<file path="src/hdl/prao_pkg.sv">
// shared constants and types for the point rotation block
// no dependencies; imported by every module under hdl
package prao_pkg;

  localparam int GUARD_BITS = 8;
  localparam int ANGLE_W    = 32;
  localparam int TABLE_SIZE = 32;

  // low part width of the gain multiply, the product is rounded at this bit
  localparam int SPLIT = ANGLE_W - GUARD_BITS;

  // reciprocal of the cordic gain, q0.32
  localparam logic [31:0] INV_GAIN = 32'd2608131496;

  // atan(2^-i) as a fraction of a full turn, 2^32 per turn
  localparam logic [ANGLE_W-1:0] ATAN_TURNS [TABLE_SIZE] = '{
    32'd536870912, 32'd316933406, 32'd167458907, 32'd85004756,
    32'd42667331,  32'd21354465,  32'd10679838,  32'd5340245,
    32'd2670163,   32'd1335087,   32'd667544,    32'd333772,
    32'd166886,    32'd83443,     32'd41722,     32'd20861,
    32'd10430,     32'd5215,      32'd2608,      32'd1304,
    32'd652,       32'd326,       32'd163,       32'd81,
    32'd41,        32'd20,        32'd10,        32'd5,
    32'd3,         32'd1,         32'd1,         32'd0
  };

  typedef logic signed [ANGLE_W-1:0] angle_t;
  typedef logic [1:0]                quad_t;
  typedef logic [1:0]                reg_index_t;

  // configuration register indexes
  localparam reg_index_t REG_CENTRE_X  = 2'd0;
  localparam reg_index_t REG_CENTRE_Y  = 2'd1;
  localparam reg_index_t REG_TURN      = 2'd2;
  localparam reg_index_t REG_CLOCKWISE = 2'd3;

endpackage

</file>
<file path="src/hdl/prao_cell.sv">
// one shift-add micro-rotation of the cordic chain
// uses prao_pkg for the arctangent table
module prao_cell #(
  parameter int WORK_WIDTH = 43,
  parameter int STAGE      = 0
) (
  input  logic                         clk,
  input  logic                         rst,
  input  logic                         en,
  input  logic                         in_valid,
  input  logic signed [WORK_WIDTH-1:0] x_in,
  input  logic signed [WORK_WIDTH-1:0] y_in,
  input  prao_pkg::angle_t             r_in,
  output logic                         out_valid,
  output logic signed [WORK_WIDTH-1:0] x_out,
  output logic signed [WORK_WIDTH-1:0] y_out,
  output prao_pkg::angle_t             r_out
);
  import prao_pkg::*;

  localparam angle_t STEP = angle_t'(ATAN_TURNS[STAGE]);

  logic signed [WORK_WIDTH-1:0] xs, ys;
  logic                         up;

  always_comb begin
    xs = x_in >>> STAGE;
    ys = y_in >>> STAGE;
    up = ~r_in[ANGLE_W-1];
  end

  always_ff @(posedge clk) begin
    if (rst) begin
      out_valid <= 1'b0;
    end else if (en) begin
      out_valid <= in_valid;
    end
  end

  always_ff @(posedge clk) begin
    if (en) begin
      x_out <= up ? (x_in - ys) : (x_in + ys);
      y_out <= up ? (y_in + xs) : (y_in - xs);
      r_out <= up ? (r_in - STEP) : (r_in + STEP);
    end
  end

endmodule

</file>
<file path="config.mk">
export PLATFORM = sky130hd
export DESIGN_NAME = prao_cell
export DESIGN_NICKNAME = d
export VERILOG_FILES = /design/src/hdl/prao_pkg.sv /design/src/hdl/prao_cell.sv
export SDC_FILE = /design/constraint.sdc
export NUM_CORES = 1
export LEC_CHECK = 0
export CAP_MARGIN = 20
export CORE_MARGIN = 3
export CORE_UTILIZATION = 42
export DETAILED_ROUTE_END_ITERATION = 10
export DONT_BUFFER_PORTS = 1
export PLACE_DENSITY = 0.69
export SYNTH_ARGS = -nofsm -noshare
export SYNTH_HDL_FRONTEND = slang
export SYNTH_SLANG_ARGS = --single-unit
export TNS_END_PERCENT = 1
</file>
<file path="constraint.sdc">
create_clock -name clk -period 2.4 [get_ports clk]
set_input_delay 0 -clock clk [delete_from_list [all_inputs] [get_ports clk]]
set_output_delay 0 -clock clk [all_outputs]
set_load 0.1 [all_outputs]
</file>
==> run metrics <==
status finished with violations; failing checks hold timing, setup timing; DP Wirelength approximately 35000 um; Cell variety after synth 80; DR WL/cell around 21 um; Ports about 240; Leak 7.151 nW; vias per cell slightly below 6; Initial DRC Count 1226; Routed WL 45150 um; Worst-Skew Late Latency approximately 0.43 ns; first-pass GRT wire length just under 70000 um; cts bufs inserted 17; placeable core area about 27000 sq um; crit path launch type input pin; Slew headroom 0.3366; clk sinks 118; clock-pin slew on the worst setup and hold paths 0.07 ns; Area Growth Syn to Fin 36.76%; #FFs+latches synth ~120; Max Freq just over 400 MHz; die extent in x ~170 um; Pins Over Slew Limit 0; Worst-Margin Slew 0.9971 ns; CTS tree done; Overflow after GRT 0; clock buffer depth 2; Filler cells between 2000 and 2500; Final min period 2.405 ns; Worst VDD drop around 480 uV; Power Density a little under 700 nW/um^2; Setup TNS Final -0.005103 ns; GPL Wtd Cong 1.034; CP endpoint kind register; Inserted Diodes 0; most frequent cells in the layout 343 x buf_4, 163 x a21oi_1, 137 x ha_1, 134 x inv_1, 117 x edfxtp_1; final setup fails 1; share of post-route cells with drive strength above 1 0.2580; Setup WS post-layout -0.005103 ns; HP Class input pin to register; row count 60; DRT antenna net count 0; CP arrival 2.57 ns; DRC violations left 0; commonest non-fill, non-tap cell in the layout buf_4; vias in the first global route 11990; antenna violations before repair 1; syn avg cell area approximately 8.6 sq um; Cells after Synth 1379; Post-synth EDFFs ~120; sequential share of the synthesized area 0.2992; Hold WS -0.3034 ns; Cell Area, Synth about 12000 sq um; fin crit share 1.002; critical path type input pin to register; required time worst endpoint about 2.6 ns; pin count of the biggest net entering global routing 119; Layout Skew 0 ns; Hold Vio Cnt, Final 123; die height 173.7 um; Initial Utilization 0.4322; die area around 30000 sq um; top_reg_cell synth edfxtp_1; max-cap violations 0; I/O Buffers 0; Max Fanout on Critical Path 5; Post-synth ARST share 0; non-filler cells, final approximately 2100; RSZ-0062 raised after global routing yes; via count 12310; GRT Util Overall 0.2848; Post-Place Setup Slack -0.6812 ns; Syn Nets between 1500 and 2000; drt pass-1 iters 6; Final nets 2006; placed cells 2033; root buffer cell clkbuf_16; Yosys warning count 0; CTS H-tree lvls 4
[worst max-delay path: stages]
cell	delay, ns
inv_1	0.03
ha_1	0.36
buf_4	0.18
a21oi_1	0.23
o21ai_0	0.21
a221o_1	0.42
a31o_4	0.25
a21oi_2	0.22
o21bai_2	0.13
a21boi_0	0.23
mux2i_1	0.12
xor2_1	0.18
[stage by stage]
stage               utilization  power [mW]  instance area [sq um]
finish                   0.5911       11.19                  16150
CTS                      0.5792       11.06                  15830
global placement         0.5347       8.029                  14610
global route             0.5911       11.59                  16150
detailed placement       0.5347       8.037                  14610
floorplan                     -       6.649                  11810
[cell families after synthesis]
logic type                 share of synthesized area
xor gates and xnor gates                     0.05933
and+or+nand+nor                               0.1261
DFF                                           0.2992
buffers and inverters                        0.06738
adders and majority gates                     0.1562
AOI/OAI and AO/OA                             0.2680
muxes                                        0.02384
[per-layer routing]
layer,wire [um],track usage,part of all wire,up-vias
li1,-,-,-,5701
met1,19450,0.3790,0.43,5843
met2,20030,0.4482,0.44,637
met3,4310,0.08060,0.095,123
met4,1347,0.09182,0.030,2
met5,13,0,0.00029,-
[state kept, by name, summed over array words and instances, names as in the netlist]
name / cells
out_valid: 1
r_out: 32
x_out: 43
y_out: 42
[repair_timing]
item | CTS | global route
pin swaps | 0 | 14
gates resized for setup | 11 | 55
setup endpoints to repair | 18 | 38
hold buffers | 55 | 2
hold endpoints to repair | 192 | 135
buffers inserted | 0 | 2
[synthesized netlist by cell type (13+ instances only)]
master,instances,area (sq um)
a21oi_1,171,855.8
ha_1,141,1764
inv_1,135,506.7
edfxtp_1,117,3513
nor2_1,98,367.9
o21ai_0,96,480.5
nand2_1,88,330.3
xnor2_1,64,560.5
o21bai_1,38,285.3
clkbuf_1,31,116.4
nor3_1,30,150.1
a21o_1,29,217.7
mux2i_1,27,270.3
a31oi_1,20,125.1
a211oi_1,18,135.1
nand3_1,17,85.08
nand4_1,16,100.1
xor2_1,16,140.1
buf_2,15,75.07
buf_1,13,48.80
[area by class of cell]
class | count | area, sq um | share of cell area
clock buffers | 18 | 429.2 | 0.02657
clock inverters | 14 | 198.9 | 0.01232
inverters | 139 | 521.8 | 0.03230
multi-input cells | 1059 | 7786 | 0.4821
flip-flops and latches | 118 | 3533 | 0.2188
well taps | 372 | 465.4 | 0.02882
repair buffers | 404 | 3217 | 0.1992
[path summary, 6_finish.rpt]
path                          start                      to  slack, ns  cells past startpoint
min                              en     y_out[21]$_DFFE_PP_      -0.30                      0
max                        x_in[13]     x_out[34]$_DFFE_PP_     -0.005                     12
max reg2reg  out_valid$_SDFFE_PP0P_  out_valid$_SDFFE_PP0P_       0.96                      4
min reg2reg  out_valid$_SDFFE_PP0P_  out_valid$_SDFFE_PP0P_       1.36                      4
[where the power goes]
group | leakage, nW | total, mW | internal, mW | switching [mW]
registers | 1.15 | 4.98 | 2.70 | 2.28
logic | 5.70 | 3.34 | 1.54 | 1.80
clock network | 0.295 | 2.87 | 1.75 | 1.12
(Power assumes the default switching activity.)
