[config.mk]
export PLATFORM = sky130hd
export DESIGN_NAME = prao_prescale
export DESIGN_NICKNAME = d
export VERILOG_FILES = /design/src/hdl/prao_pkg.sv /design/src/hdl/prao_prescale.sv
export SDC_FILE = /design/constraint.sdc
export NUM_CORES = 2
export LEC_CHECK = 0
export ABC_AREA = 1
export BUFFER_PORTS_ARGS = -buffer_cell sky130_fd_sc_hd__buf_2
export CAP_MARGIN = 20
export CORE_ASPECT_RATIO = 1.4
export CORE_MARGIN = 1.5
export CORE_UTILIZATION = 54
export DETAILED_ROUTE_END_ITERATION = 10
export GPL_TIMING_DRIVEN = 0
export PLACE_DENSITY = 0.71
export REMOVE_ABC_BUFFERS = 1
export SLEW_MARGIN = 5
export SYNTH_ARGS = -nofsm -noshare
export SYNTH_HDL_FRONTEND = slang
export SYNTH_SLANG_ARGS = --single-unit
[constraint.sdc]
create_clock -name clk -period 15.9 [get_ports clk]
set_input_delay 3.18 -clock clk [delete_from_list [all_inputs] [get_ports clk]]
set_output_delay 3.18 -clock clk [all_outputs]
set_load 0.03 [all_outputs]
[src/hdl/prao_pkg.sv]
// shared constants and types for the point rotation block
// no dependencies; imported by every module under hdl
package prao_pkg;

  localparam int GUARD_BITS = 8;
  localparam int ANGLE_W    = 32;
  localparam int TABLE_SIZE = 32;

  // low part width of the gain multiply, the product is rounded at this bit
  localparam int SPLIT = ANGLE_W - GUARD_BITS;

  // reciprocal of the cordic gain, q0.32
  localparam logic [31:0] INV_GAIN = 32'd2608131496;

  // atan(2^-i) as a fraction of a full turn, 2^32 per turn
  localparam logic [ANGLE_W-1:0] ATAN_TURNS [TABLE_SIZE] = '{
    32'd536870912, 32'd316933406, 32'd167458907, 32'd85004756,
    32'd42667331,  32'd21354465,  32'd10679838,  32'd5340245,
    32'd2670163,   32'd1335087,   32'd667544,    32'd333772,
    32'd166886,    32'd83443,     32'd41722,     32'd20861,
    32'd10430,     32'd5215,      32'd2608,      32'd1304,
    32'd652,       32'd326,       32'd163,       32'd81,
    32'd41,        32'd20,        32'd10,        32'd5,
    32'd3,         32'd1,         32'd1,         32'd0
  };

  typedef logic signed [ANGLE_W-1:0] angle_t;
  typedef logic [1:0]                quad_t;
  typedef logic [1:0]                reg_index_t;

  // configuration register indexes
  localparam reg_index_t REG_CENTRE_X  = 2'd0;
  localparam reg_index_t REG_CENTRE_Y  = 2'd1;
  localparam reg_index_t REG_TURN      = 2'd2;
  localparam reg_index_t REG_CLOCKWISE = 2'd3;

endpackage

[src/hdl/prao_prescale.sv]
// offset from centre, gain prescale and quarter-turn for both coordinates
// five register stages; uses prao_pkg
module prao_prescale #(
  parameter int COORD_WIDTH = 32,
  parameter int WORK_WIDTH  = 43
) (
  input  logic                          clk,
  input  logic                          rst,
  input  logic                          en,
  input  logic                          in_valid,
  input  logic signed [COORD_WIDTH-1:0] point_x,
  input  logic signed [COORD_WIDTH-1:0] point_y,
  input  logic signed [COORD_WIDTH-1:0] centre_x,
  input  logic signed [COORD_WIDTH-1:0] centre_y,
  input  prao_pkg::quad_t               quad,
  output logic                          out_valid,
  output logic signed [WORK_WIDTH-1:0]  x,
  output logic signed [WORK_WIDTH-1:0]  y
);
  import prao_pkg::*;

  localparam int DW  = COORD_WIDTH + 1;
  localparam int AW  = (DW > SPLIT + 1) ? DW : SPLIT + 1;
  localparam int PHW = AW - SPLIT + 32;
  localparam int PLW = SPLIT + 32;
  localparam int SW  = AW + 9;
  localparam int MW  = COORD_WIDTH + GUARD_BITS;
  localparam logic [PLW:0] HALF = (PLW + 1)'(1) << (SPLIT - 1);

  logic [4:0]            vld;
  logic signed [DW-1:0]  d    [2];
  logic [AW-1:0]         mag  [2];
  logic                  neg1 [2];
  logic [PHW-1:0]        ph   [2];
  logic [PLW-1:0]        pl   [2];
  logic                  neg2 [2];
  logic [MW-1:0]         vm   [2];
  logic                  neg3 [2];

  logic [DW-1:0]         abs_d [2];
  logic [PLW:0]          rl    [2];
  logic [SW-1:0]         vsum  [2];
  logic [MW-1:0]         x_src, y_src;
  logic                  x_neg, y_neg;
  logic signed [WORK_WIDTH-1:0] x_ext, y_ext;

  always_comb begin
    for (int k = 0; k < 2; k++) begin
      abs_d[k] = d[k][DW-1] ? (~d[k] + 1'b1) : d[k];
      rl[k]    = (PLW + 1)'(pl[k]) + HALF;
      vsum[k]  = SW'(ph[k]) + SW'(rl[k][PLW:SPLIT]);
    end
    // quarter turn: swap on odd quadrants, sign flips folded into one negate
    x_src = quad[0] ? vm[1] : vm[0];
    y_src = quad[0] ? vm[0] : vm[1];
    x_neg = (quad[0] ? neg3[1] : neg3[0]) ^ quad[1] ^ quad[0];
    y_neg = (quad[0] ? neg3[0] : neg3[1]) ^ quad[1];
    x_ext = WORK_WIDTH'(x_src);
    y_ext = WORK_WIDTH'(y_src);
  end

  always_ff @(posedge clk) begin
    if (rst) begin
      vld <= '0;
    end else if (en) begin
      vld <= {vld[3:0], in_valid};
    end
  end

  always_ff @(posedge clk) begin
    if (en) begin
      d[0] <= DW'(point_x) - DW'(centre_x);
      d[1] <= DW'(point_y) - DW'(centre_y);
      for (int k = 0; k < 2; k++) begin
        neg1[k] <= d[k][DW-1];
        mag[k]  <= AW'(abs_d[k]);
        neg2[k] <= neg1[k];
        ph[k]   <= PHW'(mag[k][AW-1:SPLIT]) * PHW'(INV_GAIN);
        pl[k]   <= PLW'(mag[k][SPLIT-1:0]) * PLW'(INV_GAIN);
        neg3[k] <= neg2[k];
        vm[k]   <= vsum[k][MW-1:0];
      end
      x <= x_neg ? -x_ext : x_ext;
      y <= y_neg ? -y_ext : y_ext;
    end
  end

  assign out_valid = vld[4];

endmodule

==> results.ini <==
[routing]
via_per_inst=5.36
drc_errors=0
wire_per_inst_um=19.9
dr.pass1.iters=8
drtIter0Drc=3420
vias=51500
ant_nets=0
wirelength_mm=191

[synthesis]
synth_edf_count=444
synth.avg_cell_area_um2=8.25
syn_area_um2=63900
ys.flop_type=edfxtp_1
ys_async_sr_fraction_pct=0
ys_types=53
postSynthCellCount=7745
yosys_warnings=0
synth_seq_area_share_pct=21.0
ys_seq_elements=449

[sta]
final-setup-viol-count=0
maxSlewHeadroom_pct=22.4
post-route-min-period_ns=7.08
clock_skew_ns=0.0439
grt_setup_unrepaired=false
fin_crit_sh_pct=44.6
hold_viol=0
fmaxAchievable_mhz=141
worstMarginPinSlew_ns=1.15
drv_slew=0
fin_tns_setup_ns=0

[setup_path]
worstSetupEndpointType=register
cp-start-kind=register
criticalPathCategory=register to register
arrival_ns=7.39
worstPathMaxFanout=9
required_ns=16.21

[floorplanning]
core_area_um2=118000
die_area_um2=120000
io_pins=221
start_util_pct=54.3
die-height_um=410
fp.dieW_um=294
rows=149

[placement]
dp_hpwl_mm=168
placement.io_buffers=220
gp_congestion=1.02

[job]
maxCapViolations=0

[global_routing]
antenna_found_initial=0
grt_pass1_wl_mm=297
overflow=0
grt_pass1_vias=54200
grt_usage_pct=32.5
grt_max_degree=124

[cts]
cts_buffers=48
clock-sinks=449
cts_max_path_buffers=3
post-cts-setup-buffers=0
cts_tree=yes
cts_root_buf=clkbuf_16
insertion_delay_ns=0.65
holdBufCountCts=0
cts_max_level=2
cts_resized=0
clk_pin_slew_ns=0.06

[layout]
nets=9618
syn2layout_area_growth_pct=7.18
layout_common_cells=inv_1, nand2_1, ha_1, fa_1, nor2_1
multi_input_area_um2=43800
ff_latch_area_um2=13400
final_common_cell=inv_1
fill_cells=10900
antenna_cells=0
drive_above_1_share_pct=4.74

[outcome]
status=finished, final reports clean

[min_path]
hp-class=register to register

## routing by layer
metal,GRT usage [%],up-vias,wire length [um]
met1,34.9,24600,70000
met4,20.6,0,14500
met5,0,-,0
met2,60.6,1443,99100
met3,2.87,520,7420
li1,-,24900,-
## cell usage after synthesis, drive strengths merged, types with 7 or more instances
library cell,n,share of area (%)
nand4,109,1.1
nor2,669,4.0
buf,29,0.38
nor3,100,0.79
edfxtp,444,21
fa,746,23
xnor2,101,1.4
inv,1723,10
a21boi,13,0.15
ha,754,15
a31oi,7,0.068
or2,20,0.20
a21oi,399,3.1
nor4,18,0.18
o21a,24,0.28
nand2,1600,9.4
xor2,242,3.3
o21bai,27,0.32
a21o,35,0.41
o21ai,327,2.7
nand3b,14,0.16
nand3,302,2.4
## path summary, 6_finish.rpt
kind / slack (ns) / cells after the start / from / end
max reg2reg: 8.82 / 21 / mag[0][55] / pl[0][82]
max: 8.82 / 21 / mag[0][55] / pl[0][82]
min reg2reg: 0.42 / 0 / neg2[0][0] / neg3[0][0]
min: 0.42 / 0 / neg2[0][0] / neg3[0][0]
## sequential cells by signal, indices dropped and copies added, names as in the netlist
name  flops
vm       80
pl       66
mag      66
neg3      2
d        66
y        43
neg2      2
ph       74
vld       5
x        43
neg1      2
## metrics by stage
stage          instances  utilization [%]  hold slack, ns  setup WS, ns  cell area (um^2)
4_1_cts             9609             58.2           0.423          8.96             68500
3_3_place_gp        9515             56.7           0.406          4.58             66700
3_5_place_dp        9519             56.8           0.409          8.98             66900
2_1_floorplan       7710                -           0.400         10.23             63700
5_1_grt             9609             58.2           0.434          8.64             68500
6_report            9609             58.2           0.422          8.82             68500
## critical path, cell delays in order (launching register included)
cell and delay [ns]:
edfxtp_1 0.69, inv_1 0.19, ha_1 0.36, xnor2_1 0.41, ha_1 0.34, nand2_1 0.07
inv_1 0.10, nor2_1 0.31, ha_1 0.34, fa_1 0.47, fa_1 0.41, fa_1 0.51
inv_1 0.05, fa_1 0.48, inv_1 0.04, ha_1 0.47, nand2_1 0.16, nor2_1 0.24
nand2_1 0.11, nor3_1 0.24, a21oi_1 0.15, xnor2_1 0.63
## final cells by class
cell class                      count  share of cell area [%]
Inverter                         1724                    9.44
Sequential cell                   449                    19.6
Tap cell                         1585                    2.89
Timing Repair Buffer              224                    1.79
Clock buffer                       52                    1.77
Clock inverter                     38                   0.635
Multi-Input combinational cell   5537                    63.9
## cells by family (layout without fill, tap and decap cells)
family	Yosys count	after routing	share of synthesized area, %
AOI/OAI and AO/OA	852	852	7.29
xor gates and xnor gates	343	343	4.71
adders and majority gates	1500	1500	38.1
buffers and inverters	1759	2038	10.5
DFF	449	449	21.0
and+or+nand+nor	2842	2842	18.3
Power is not shown: default switching activity piles up to over one toggle a cycle in this logic, so the estimate is an artifact.
