==> config.mk <==
export PLATFORM = sky130hd
export DESIGN_NAME = prao_finish
export DESIGN_NICKNAME = d
export VERILOG_FILES = /design/src/hdl/prao_pkg.sv /design/src/hdl/prao_finish.sv
export SDC_FILE = /design/constraint.sdc
export NUM_CORES = 1
export LEC_CHECK = 0
export ABC_AREA = 1
export BUFFER_PORTS_ARGS = -buffer_cell sky130_fd_sc_hd__clkbuf_2
export CORE_ASPECT_RATIO = 1.1
export CORE_MARGIN = 1.5
export CORE_UTILIZATION = 60
export CTS_BUF_LIST = sky130_fd_sc_hd__clkbuf_8 sky130_fd_sc_hd__clkbuf_16
export DETAILED_ROUTE_END_ITERATION = 8
export PLACE_DENSITY_LB_ADDON = 0.12
export SETUP_SLACK_MARGIN = 0.5
export SYNTH_ARGS = -nofsm -noshare
export SYNTH_HDL_FRONTEND = slang
export SYNTH_SLANG_ARGS = --single-unit
==> constraint.sdc <==
create_clock -name clk -period 5.6 [get_ports clk]
set_input_delay 1.12 -clock clk [delete_from_list [all_inputs] [get_ports clk]]
set_output_delay 1.12 -clock clk [all_outputs]
set_load 0.1 [all_outputs]
==> src/hdl/prao_pkg.sv <==
// shared constants and types for the point rotation block
// no dependencies; imported by every module under hdl
package prao_pkg;

  localparam int GUARD_BITS = 8;
  localparam int ANGLE_W    = 32;
  localparam int TABLE_SIZE = 32;

  // low part width of the gain multiply, the product is rounded at this bit
  localparam int SPLIT = ANGLE_W - GUARD_BITS;

  // reciprocal of the cordic gain, q0.32
  localparam logic [31:0] INV_GAIN = 32'd2608131496;

  // atan(2^-i) as a fraction of a full turn, 2^32 per turn
  localparam logic [ANGLE_W-1:0] ATAN_TURNS [TABLE_SIZE] = '{
    32'd536870912, 32'd316933406, 32'd167458907, 32'd85004756,
    32'd42667331,  32'd21354465,  32'd10679838,  32'd5340245,
    32'd2670163,   32'd1335087,   32'd667544,    32'd333772,
    32'd166886,    32'd83443,     32'd41722,     32'd20861,
    32'd10430,     32'd5215,      32'd2608,      32'd1304,
    32'd652,       32'd326,       32'd163,       32'd81,
    32'd41,        32'd20,        32'd10,        32'd5,
    32'd3,         32'd1,         32'd1,         32'd0
  };

  typedef logic signed [ANGLE_W-1:0] angle_t;
  typedef logic [1:0]                quad_t;
  typedef logic [1:0]                reg_index_t;

  // configuration register indexes
  localparam reg_index_t REG_CENTRE_X  = 2'd0;
  localparam reg_index_t REG_CENTRE_Y  = 2'd1;
  localparam reg_index_t REG_TURN      = 2'd2;
  localparam reg_index_t REG_CLOCKWISE = 2'd3;

endpackage

==> src/hdl/prao_finish.sv <==
// drop guard bits with rounding, add the centre back and saturate
// two register stages; uses prao_pkg
module prao_finish #(
  parameter int COORD_WIDTH = 32,
  parameter int WORK_WIDTH  = 43
) (
  input  logic                          clk,
  input  logic                          rst,
  input  logic                          en,
  input  logic                          in_valid,
  input  logic signed [WORK_WIDTH-1:0]  x,
  input  logic signed [WORK_WIDTH-1:0]  y,
  input  logic signed [COORD_WIDTH-1:0] centre_x,
  input  logic signed [COORD_WIDTH-1:0] centre_y,
  output logic                          out_valid,
  output logic signed [COORD_WIDTH-1:0] rotated_x,
  output logic signed [COORD_WIDTH-1:0] rotated_y,
  output logic                          saturated
);
  import prao_pkg::*;

  localparam int RW = WORK_WIDTH - GUARD_BITS;
  localparam int SW = RW + 1;
  localparam logic signed [WORK_WIDTH-1:0] HALF = WORK_WIDTH'(1) << (GUARD_BITS - 1);
  localparam logic signed [COORD_WIDTH-1:0] MAX_C = {1'b0, {(COORD_WIDTH - 1){1'b1}}};
  localparam logic signed [COORD_WIDTH-1:0] MIN_C = {1'b1, {(COORD_WIDTH - 1){1'b0}}};

  logic                  vld1;
  logic signed [RW-1:0]  rx, ry;

  logic signed [WORK_WIDTH-1:0] bx, by;
  logic signed [SW-1:0]         sx, sy;
  logic                         clip_x, clip_y;

  always_comb begin
    bx = x + HALF;
    by = y + HALF;
    sx = SW'(rx) + SW'(centre_x);
    sy = SW'(ry) + SW'(centre_y);
    // out of range when the bits above the coordinate sign disagree
    clip_x = (sx[SW-1:COORD_WIDTH-1] != {(SW - COORD_WIDTH + 1){sx[SW-1]}});
    clip_y = (sy[SW-1:COORD_WIDTH-1] != {(SW - COORD_WIDTH + 1){sy[SW-1]}});
  end

  always_ff @(posedge clk) begin
    if (rst) begin
      vld1      <= 1'b0;
      out_valid <= 1'b0;
    end else if (en) begin
      vld1      <= in_valid;
      out_valid <= vld1;
    end
  end

  always_ff @(posedge clk) begin
    if (en) begin
      rx        <= bx[WORK_WIDTH-1:GUARD_BITS];
      ry        <= by[WORK_WIDTH-1:GUARD_BITS];
      rotated_x <= clip_x ? (sx[SW-1] ? MIN_C : MAX_C) : sx[COORD_WIDTH-1:0];
      rotated_y <= clip_y ? (sy[SW-1] ? MIN_C : MAX_C) : sy[COORD_WIDTH-1:0];
      saturated <= clip_x | clip_y;
    end
  end

endmodule

==> flow_metrics.tcl, run 1 <==
set metrics [dict create \
    status "completed" \
    die_area_um2 19400 \
    synth-simple-area-share 0.310 \
    hold_buffers 0 \
    diodes 0 \
    reg2reg_slack_ps 1950 \
    finalCoreUtilization 0.708 \
    worst_setup_path_end_kind "register" \
    first_pass_grt_wire_length_um 45000 \
    drcViolationCount 0 \
    maxCapViolations 0 \
    crit_type "in2reg" \
    finalMaxSlewViolations 0 \
    routed_wl_um 27600 \
    num_vias 10220 \
    critical_path_peak_fanout 33 \
    unrepaired_setup_endpoints_after_global_routing "false" \
    fmax_ghz 0.245 \
    main_combinational_cell_family_by_area_after_synthesis "simple AND/OR/NAND/NOR gates" \
    grt_max_degree 93 \
    antenna_nets_post_route 0 \
    detailed_place.area_um2 12400 \
    cts-resized-gates 0 \
    dpl.hpwl_um 22500 \
    compound_gate_fraction_of_synth_area 0.0708 \
    clock_sinks 137 \
    drt_iter0_drc 665 \
    num-nets-final 1872 \
    synth.yosys.seq_area_share 0.367 \
    cp-start-kind "primary input" \
    power_density_relative_to_cell_area_nw_per_um2 330 \
    floorplan.initialDensity 0.609 \
    final_area_um2 13000 \
    placement.io_buffers 205 \
    post-route-period-util 0.729 \
    fin_worst_hold_slack_ps 453 \
    post_cts_buffers 0 \
    num_io_pins 220 \
    tightestPinTransition_ps 803 \
    synth.mux.area_fraction 0 \
    syn_area_per_cell_um2 7.78 \
    via_per_inst 5.38 \
    yosys.area_share.xor_xnor 0.0980 \
    placeableCoreArea_um2 18300 \
    number_of_antenna_violations_at_the_first_check_in_global_routing 0 \
    fillCellCount 1559 \
    syn_to_final_growth_pct 16.3 \
    floorplan.die.height_um 146 \
    ys_warn_count 0 \
    slew-limit-headroom 0.465 \
    cts_tree "done" \
    worst_setup_hold_path_clk_slew_ps 60 \
    post-layout-total-power_uw 4290 \
    final_setup_violation_count 0 \
    chipWidth_um 133 \
    synth-edff-count 135 \
    fin_skew_ps 7.92 \
    cts.path.max_buffers 2 \
    overflow_left_after_global_routing 0 \
    root_buffer "sky130_fd_sc_hd__clkbuf_16" \
    layout.cells.most_common_list "sky130_fd_sc_hd__nand2_1 (405), sky130_fd_sc_hd__clkbuf_2 (204), sky130_fd_sc_hd__inv_1 (167)" \
    worstPathArrival_ps 4240 \
    number_of_global_route_vias_before_repair 9955 \
    p_leak_uw 0.00624 \
    vdd_ir_drop_max_mv 0.203 \
    postSynth.asyncResetShare 0 \
    drive_gt1_frac 0.185 \
    synth_nets 1664 \
    place.gp.congestion 0.944 \
    grt_util_all_layers 0.290 \
    maximum_level_of_the_cts_h_tree 4 \
    numCtsBuffers 17 \
    post_detailed_route_wirelength_per_cell_um 14.5 \
    timing.hold.worst.class "reg2reg" \
    post_synth_num_cell_types 40 \
    critPathRequiredTime_ps 5750 \
    final-hold-violation-count 0 \
    detailedRoute.firstPassIterationCount 5 \
    std_cell_rows 52 \
    finalCriticalPeriod_ps 4080 \
    synth-seq-cells 137 \
    synth_ff_type "sky130_fd_sc_hd__edfxtp_1" \
    synth_adder_area_share 0.0842 \
    totalNegativeSetupSlack_ps 0 \
    most_common_library_cell_in_the_layout_ignoring_fill_and_taps "sky130_fd_sc_hd__nand2_1" \
    synthesis.area_um2 11200 \
    synthesis.instances 1436 \
    clk_latency_ps 430 \
]
[synthesized netlist by cell type, types with 22 or more instances]
master / n / area (um^2)
sky130_fd_sc_hd__nand3_1: 118 / 591
sky130_fd_sc_hd__nand2_2: 22 / 138
sky130_fd_sc_hd__ha_1: 72 / 901
sky130_fd_sc_hd__nor3_1: 31 / 155
sky130_fd_sc_hd__xnor2_1: 43 / 377
sky130_fd_sc_hd__nand4_1: 23 / 144
sky130_fd_sc_hd__a21oi_1: 82 / 410
sky130_fd_sc_hd__edfxtp_1: 135 / 4050
sky130_fd_sc_hd__inv_1: 166 / 623
sky130_fd_sc_hd__o21ai_0: 24 / 120
sky130_fd_sc_hd__xor2_1: 82 / 718
sky130_fd_sc_hd__nand2_1: 405 / 1520
sky130_fd_sc_hd__nor2_1: 120 / 450
[stage by stage]
stage                     worst slack [ps]  instances
after floorplan                       2250       1436
after global placement                1220       1868
after detailed placement              1090       1868
after CTS                             1530       1900
after global routing                  1150       1900
final                                 1520       1900
[cell type report]
type | instances | area, um^2 | area share
clock inverters | 15 | 199 | 0.0153
inverters | 170 | 638 | 0.0491
multi-input cells | 1111 | 6280 | 0.484
well taps | 243 | 304 | 0.0234
clock buffers | 17 | 425 | 0.0327
flip-flops and latches | 137 | 4090 | 0.315
repair buffers | 207 | 1050 | 0.0806
[worst max-delay path: stages]
cell and delay [ps]:
sky130_fd_sc_hd__clkbuf_2 80, sky130_fd_sc_hd__ha_1 210, sky130_fd_sc_hd__inv_1 80, sky130_fd_sc_hd__fa_1 410, sky130_fd_sc_hd__inv_1 110, sky130_fd_sc_hd__nand3_1 70
sky130_fd_sc_hd__nand2_1 130, sky130_fd_sc_hd__nand3_1 90, sky130_fd_sc_hd__nand2_1 110, sky130_fd_sc_hd__nand2_1 60, sky130_fd_sc_hd__nand2_1 180, sky130_fd_sc_hd__nand2_1 130
sky130_fd_sc_hd__nand2_1 100, sky130_fd_sc_hd__nand2_1 50, sky130_fd_sc_hd__nand2_1 70, sky130_fd_sc_hd__nand3_2 80, sky130_fd_sc_hd__nand2_2 470, sky130_fd_sc_hd__nand3_2 130
sky130_fd_sc_hd__nand2_2 430, sky130_fd_sc_hd__nand2_1 110
[flip-flops by register name, indices dropped and copies added (netlist names)]
register	count
rx	35
ry	35
rotated_x	32
rotated_y	32
out_valid	1
saturated	1
vld1	1
[where the power goes]
| group | switching (uW) | internal [uW] | total [uW] | leakage (uW) |
|---|---|---|---|---|
| registers | 34.8 | 1300 | 1330 | 0.00134 |
| logic | 1340 | 411 | 1750 | 0.00460 |
| clock network | 456 | 746 | 1200 | 0.000297 |
[metal layers]
layer | track usage | share of wire | wire (um)
met4 | 0.129 | 0.040 | 1120
met5 | 0 | 0 | 0
met3 | 0.0490 | 0.044 | 1210
met1 | 0.317 | 0.39 | 10900
met2 | 0.547 | 0.52 | 14400
[worst paths after layout]
path / start / endpoint / depth (start not counted)
max: centre_y[0] / rotated_y[12] / 20
min: vld1 / out_valid / 2
max reg2reg: ry[0] / rotated_y[12] / 19
min reg2reg: vld1 / out_valid / 2
[logic make-up after synthesis]
group	Yosys count
xor+xnor	125
buf+inv	188
compound gates	142
flops	137
fa+ha+maj	74
simple gates	770
No activity file was read; power rests on OpenSTA's default activity.
==> run 2, diff against run 1 <==
--- a/config.mk
+++ b/config.mk
@@ -5,11 +5,11 @@
 export SDC_FILE = /design/constraint.sdc
 export NUM_CORES = 1
 export LEC_CHECK = 0
-export ABC_AREA = 1
+export ABC_AREA = 0
 export BUFFER_PORTS_ARGS = -buffer_cell sky130_fd_sc_hd__clkbuf_2
 export CORE_ASPECT_RATIO = 1.1
 export CORE_MARGIN = 1.5
-export CORE_UTILIZATION = 60
+export CORE_UTILIZATION = 56
 export CTS_BUF_LIST = sky130_fd_sc_hd__clkbuf_8 sky130_fd_sc_hd__clkbuf_16
 export DETAILED_ROUTE_END_ITERATION = 8
 export PLACE_DENSITY_LB_ADDON = 0.12
==> constraint.sdc (replaced) <==
create_clock -name clk -period 4.1 [get_ports clk]
set_input_delay 0.82 -clock clk [delete_from_list [all_inputs] [get_ports clk]]
set_output_delay 0.82 -clock clk [all_outputs]
set_load 0.1 [all_outputs]
==> flow_metrics.tcl, run 2 <==
set metrics [dict create \
    finalCoreUtilization 0.718 \
    fmax_ghz 0.282 \
    overflow_left_after_global_routing 0 \
    critical_path_peak_fanout 16 \
    cp-start-kind "primary input" \
    timing.hold.worst.class "reg2reg" \
    final-hold-violation-count 0 \
    synth.yosys.seq_area_share 0.405 \
    post_detailed_route_wirelength_per_cell_um 16.7 \
    numCtsBuffers 17 \
    post_synth_num_cell_types 68 \
    num_vias 8728 \
    first_pass_grt_wire_length_um 38800 \
    synth_largest_area_cell "sky130_fd_sc_hd__edfxtp_1" \
    placement.io_buffers 205 \
    num-nets-final 1489 \
    hold-path-cell-count 2 \
    detailedRoute.firstPassIterationCount 5 \
    syn_area_per_cell_um2 9.99 \
    worstPathArrival_ps 3730 \
    grt_max_degree 111 \
    synth_nets 1239 \
    post-route-period-util 0.865 \
    dpl.hpwl_um 19700 \
    netlist_top_cells_area "sky130_fd_sc_hd__edfxtp_1 (40%), sky130_fd_sc_hd__ha_1 (8.9%), sky130_fd_sc_hd__xnor2_1 (7.0%)" \
    maxCapViolations 0 \
    p_leak_uw 0.00523 \
    totalNegativeSetupSlack_ps 0 \
    synth_commonest_cells "sky130_fd_sc_hd__edfxtp_1 (135), sky130_fd_sc_hd__nand2_1 (88), sky130_fd_sc_hd__xnor2_1 (81)" \
    via_per_inst 5.77 \
    critPathRequiredTime_ps 4280 \
    drt_iter0_drc 557 \
    multi_input_comb_area_um2 6020 \
    finalMaxSlewViolations 0 \
    drive_gt1_frac 0.285 \
    antenna_nets_post_route 0 \
    worst_setup_hold_path_clk_slew_ps 60 \
    chipWidth_um 131 \
    die_area_um2 18900 \
    diodes 0 \
    drcViolationCount 0 \
    worst_setup_path_end_kind "register" \
    grt_util_all_layers 0.266 \
    synthesis.instances 1011 \
    fin_worst_hold_slack_ps 497 \
    fin_skew_ps 7.32 \
    reg.largest.list "rx (35), ry (35)" \
    clk_latency_ps 420 \
    unrepaired_setup_endpoints_after_global_routing "true" \
    routed_wl_um 25200 \
    synth-edff-count 135 \
    syn_to_final_growth_pct 25.6 \
    postSynth.asyncResetShare 0 \
    std_cell_rows 51 \
    floorplan.initialDensity 0.572 \
    number_of_antenna_violations_at_the_first_check_in_global_routing 0 \
    floorplan.die.height_um 144 \
    reg_area_um2 4090 \
    maximum_level_of_the_cts_h_tree 4 \
    layout.cells.most_common_list "sky130_fd_sc_hd__clkbuf_2 (204), sky130_fd_sc_hd__edfxtp_1 (135), sky130_fd_sc_hd__nand2_1 (87)" \
    most_common_library_cell_in_the_layout_ignoring_fill_and_taps "sky130_fd_sc_hd__clkbuf_2" \
    synth_ff_type "sky130_fd_sc_hd__edfxtp_1" \
    synth-seq-cells 137 \
    yosysTopAreaCellShare 0.401 \
    synthesis.area_um2 10100 \
    cts_tree "done" \
    crit_type "in2reg" \
    cts.path.max_buffers 2 \
    clock_sinks 137 \
    root_buffer "sky130_fd_sc_hd__clkbuf_16" \
    vdd_ir_drop_max_mv 0.326 \
    slew-limit-headroom 0.340 \
    r2r.worst_path.cells 14 \
    power_density_relative_to_cell_area_nw_per_um2 494 \
    placeableCoreArea_um2 17700 \
    fillCellCount 1340 \
    number_of_global_route_vias_before_repair 8103 \
    place.gp.congestion 0.922 \
    final_setup_violation_count 0 \
    hold_buffers 0 \
    synth.most_common_cell "sky130_fd_sc_hd__edfxtp_1" \
    status "completed" \
    finalCriticalPeriod_ps 3550 \
    num_io_pins 220 \
    ys_warn_count 0 \
    tightestPinTransition_ps 990 \
]
## run 2: cell count changes after synthesis, sizes merged, moves of 17 or more
| cell | previous run | this run |
|---|---|---|
| a221oi | 0 | 20 |
| clkbuf | 0 | 21 |
| inv | 170 | 23 |
| nand3 | 128 | 40 |
| o31ai | 0 | 31 |
| nor2 | 135 | 61 |
| and3 | 0 | 23 |
| a21o | 12 | 29 |
| nand2 | 431 | 89 |
| xor2 | 82 | 47 |
| xnor2 | 43 | 82 |
## run 2: logic make-up (layout without fill, tap and decap cells)
| family | count (synthesis) | after routing | synth area share |
|---|---|---|---|
| xor+xnor | 129 | 129 | 0.113 |
| fa+ha+maj | 74 | 74 | 0.0931 |
| simple gates | 318 | 318 | 0.155 |
| flops | 137 | 137 | 0.405 |
| compound gates | 286 | 286 | 0.203 |
| mux | 5 | 5 | 0.00508 |
| buf+inv | 62 | 325 | 0.0265 |
## run 2: cell type report
class,count,share of cell area
Clock buffer,19,0.0357
Clock inverter,13,0.0120
Inverter,24,0.00710
Multi-Input combinational cell,812,0.475
Sequential cell,137,0.323
Tap cell,238,0.0235
Timing Repair Buffer,269,0.125
## run 2: power breakdown
| group | internal, uW | total, uW | switching [uW] |
|---|---|---|---|
| clock | 981 | 1570 | 586 |
| combinational | 838 | 2830 | 2000 |
| sequential | 1810 | 1870 | 58.3 |
## run 2: worst max-delay path, stage by stage
cell and delay, ps:
sky130_fd_sc_hd__clkbuf_2 80, sky130_fd_sc_hd__ha_2 180, sky130_fd_sc_hd__inv_1 50, sky130_fd_sc_hd__fa_1 390, sky130_fd_sc_hd__nand2b_4 170, sky130_fd_sc_hd__a21oi_2 180, sky130_fd_sc_hd__o211ai_1 170, sky130_fd_sc_hd__nand2_1 160
sky130_fd_sc_hd__a221oi_1 100, sky130_fd_sc_hd__buf_4 160, sky130_fd_sc_hd__a211o_1 290, sky130_fd_sc_hd__a211oi_4 350, sky130_fd_sc_hd__nand4bb_4 240, sky130_fd_sc_hd__buf_12 150, sky130_fd_sc_hd__a32oi_1 60, sky130_fd_sc_hd__buf_4 170
## run 2: worst paths after layout
kind | slack (ps) | end | startpoint
worst max-delay path | 550 | rotated_y[11] | centre_y[0]
worst min-delay path | 500 | out_valid | out_valid
worst max register to register | 680 | rotated_y[11] | ry[19]
worst min register to register | 500 | out_valid | out_valid
## run 2: routing by layer
layer  up-vias  routed length (um)  share of wire  global-route usage
met4         0                 947          0.038               0.110
li1       4378                   -              -                   -
met5         -                   0              0                   0
met3        61                1050          0.042              0.0387
met1      4048               10200           0.40               0.315
met2       241               13000           0.52               0.479
## run 2: what timing repair did
action / in CTS / in global routing
buffers inserted: 0 / 11
endpoints found under the setup margin: 21 / 62
pin swaps: 0 / 19
resized for setup: 3 / 42
## run 2: metrics by stage
stage          setup slack, ps  total power, uW  instances  area [um^2]
2_1_floorplan              508             3950       1011        10100
3_3_place_gp             -78.5             4560       1469        11700
3_5_place_dp              -174             4590       1469        11700
4_1_cts                    501             6160       1501        12300
5_1_grt                    428             6560       1512        12700
6_report                   552             6270       1512        12700
==> run 3, diff against run 2 <==
--- a/config.mk
+++ b/config.mk
@@ -7,9 +7,8 @@
 export LEC_CHECK = 0
 export ABC_AREA = 0
 export BUFFER_PORTS_ARGS = -buffer_cell sky130_fd_sc_hd__clkbuf_2
-export CORE_ASPECT_RATIO = 1.1
 export CORE_MARGIN = 1.5
-export CORE_UTILIZATION = 56
+export CORE_UTILIZATION = 51
 export CTS_BUF_LIST = sky130_fd_sc_hd__clkbuf_8 sky130_fd_sc_hd__clkbuf_16
 export DETAILED_ROUTE_END_ITERATION = 8
 export PLACE_DENSITY_LB_ADDON = 0.12
==> constraint.sdc (replaced) <==
create_clock -name clk -period 3.2 [get_ports clk]
set_input_delay 0.64 -clock clk [delete_from_list [all_inputs] [get_ports clk]]
set_output_delay 0.64 -clock clk [all_outputs]
set_load 0.1 [all_outputs]
==> flow_metrics.tcl, run 3 (same netlist as run 2, synthesis figures left out) <==
set metrics [dict create \
    status "finished with violations" \
    violated_checks "negative setup slack" \
    via_per_inst 5.57 \
    p_leak_uw 0.00633 \
    routed_wl_um 28900 \
    worst_setup_margin_ps -114 \
    die_area_um2 20700 \
    post_detailed_route_wirelength_per_cell_um 16.7 \
    floorplan.die.height_um 144 \
    finalMaxSlewViolations 0 \
    final_setup_violation_count 61 \
    slew-limit-headroom 0.602 \
    placeableCoreArea_um2 19500 \
    drive_gt1_frac 0.437 \
    antenna_nets_post_route 0 \
    detailedRoute.firstPassIterationCount 5 \
    placement.io_buffers 205 \
    timing.hold.worst.class "in2reg" \
    vdd_ir_drop_max_mv 0.395 \
    place_ws_ps -412 \
    worst_setup_hold_path_clk_slew_ps 60 \
    dpl.hpwl_um 21800 \
    fin_skew_ps 8.04 \
    critical_path_buf_inv_count 4 \
    post-route-period-util 1.04 \
    number_of_global_route_vias_before_repair 9469 \
    tightestPinTransition_ps 599 \
    grt_max_degree 63 \
    numCtsBuffers 17 \
    maximum_level_of_the_cts_h_tree 4 \
    timing.critical_path.slowest_cell_delay_ps 440 \
    power_density_relative_to_cell_area_nw_per_um2 593 \
    floorplan.initialDensity 0.519 \
    syn_to_final_growth_pct 49.3 \
    cts_tree "done" \
    crit_family "compound AO/OA/AOI/OAI gates" \
    num_vias 9666 \
    place.gp.congestion 0.960 \
    fmax_ghz 0.302 \
    unrepaired_setup_endpoints_after_global_routing "true" \
    chipWidth_um 144 \
    grt_util_all_layers 0.282 \
    most_common_library_cell_in_the_layout_ignoring_fill_and_taps "sky130_fd_sc_hd__buf_4" \
    cp-start-kind "register" \
    maxCapViolations 0 \
    overflow_left_after_global_routing 0 \
    std_cell_rows 51 \
    finish.cell_count_without_fillers 1734 \
    num_io_pins 220 \
    finalCoreUtilization 0.775 \
    worstPathArrival_ps 3570 \
    crit_type "reg2reg" \
    critical_path_peak_fanout 12 \
    reg.largest.list "rx (35), ry (35)" \
    layout.cells.most_common_list "sky130_fd_sc_hd__buf_4 (232), sky130_fd_sc_hd__clkbuf_2 (204), sky130_fd_sc_hd__edfxtp_1 (135)" \
    final-hold-violation-count 0 \
    number_of_antenna_violations_at_the_first_check_in_global_routing 0 \
    first_pass_grt_wire_length_um 45300 \
    cts.path.max_buffers 2 \
    cell_with_the_largest_stage_delay_on_the_worst_path "sky130_fd_sc_hd__edfxtp_1" \
    diodes 0 \
    clk_latency_ps 430 \
    clock_sinks 137 \
    drt_iter0_drc 488 \
    drcViolationCount 0 \
    critPathRequiredTime_ps 3460 \
    place_inst 1670 \
    finalCriticalPeriod_ps 3310 \
    crit_chain "ha_4 -> inv_2 -> fa_2 -> nand2b_4 -> a21oi_4 -> o211ai_1 -> nand2_2 -> buf_4 -> a221oi_4 -> a211o_1 -> a211oi_4 -> nand4bb_4 -> buf_6 -> clkbuf_16 -> a32oi_1" \
    worst_setup_path_end_kind "register" \
    num-nets-final 1684 \
    root_buffer "sky130_fd_sc_hd__clkbuf_16" \
]
run 3: cell type report:
cell class | instances | area [um^2]
clock buffer | 17 | 425
fill | 1306 | 4380
inverter | 24 | 103
multi-input combinational | 812 | 6720
clock inverter | 15 | 160
timing repair inverter | 1 | 8.76
sequential | 137 | 4090
tap | 265 | 332
timing repair buffer | 463 | 3250
run 3: per-stage QoR:
stage | total power, uW | setup TNS, ps | instance area (um^2) | hold WS [ps]
finish | 8950 | -2900 | 15100 | 384
global route | 9310 | -12350 | 15100 | 398
CTS | 8670 | -458 | 14700 | 375
detailed placement | 6440 | -21250 | 13700 | 491
global placement | 6380 | -18160 | 13700 | 473
floorplan | 5280 | -830 | 10800 | 460
run 3: power by group:
group / internal [uW] / total (uW) / switching, uW
Combinational: 1680 / 4560 / 2880
Sequential: 2320 / 2410 / 88.7
Clock: 1210 / 1990 / 775
run 3: worst paths after layout:
| path | endpoint | slack, ps | startpoint | cells after the start |
|---|---|---|---|---|
| hold / removal | out_valid | 380 | rst | 2 |
| hold reg to reg | out_valid | 500 | out_valid | 2 |
| setup / recovery | rotated_y[5] | -110 | ry[0] | 15 |
| setup reg to reg | rotated_y[5] | -110 | ry[0] | 15 |
run 3: repair_timing:
action                     in CTS  in global routing
resized for setup              47                 44
setup endpoints to repair      64                 65
hold endpoints to repair        0                  0
gates cloned                    4                  2
setup buffers                  15                 11
hold buffers                    0                  0
pin swaps                      12                 16
run 3: worst reg2reg max path: stages, from the launching register on:
cell and delay [ps]:
sky130_fd_sc_hd__edfxtp_1 440, sky130_fd_sc_hd__ha_4 200, sky130_fd_sc_hd__inv_2 50, sky130_fd_sc_hd__fa_2 190, sky130_fd_sc_hd__nand2b_4 140, sky130_fd_sc_hd__a21oi_4 60
sky130_fd_sc_hd__o211ai_1 290, sky130_fd_sc_hd__nand2_2 140, sky130_fd_sc_hd__buf_4 160, sky130_fd_sc_hd__a221oi_4 310, sky130_fd_sc_hd__a211o_1 220, sky130_fd_sc_hd__a211oi_4 80
sky130_fd_sc_hd__nand4bb_4 340, sky130_fd_sc_hd__buf_6 190, sky130_fd_sc_hd__clkbuf_16 160, sky130_fd_sc_hd__a32oi_1 180
run 3: layer usage:
metal  share of wire  up-vias  wire (um)  track usage
li1                -     4773          -            -
met3           0.045       74       1320       0.0387
met5               0        -          0            0
met2            0.51      297      14700        0.507
met1            0.41     4522      11800        0.328
met4           0.037        0       1080        0.138
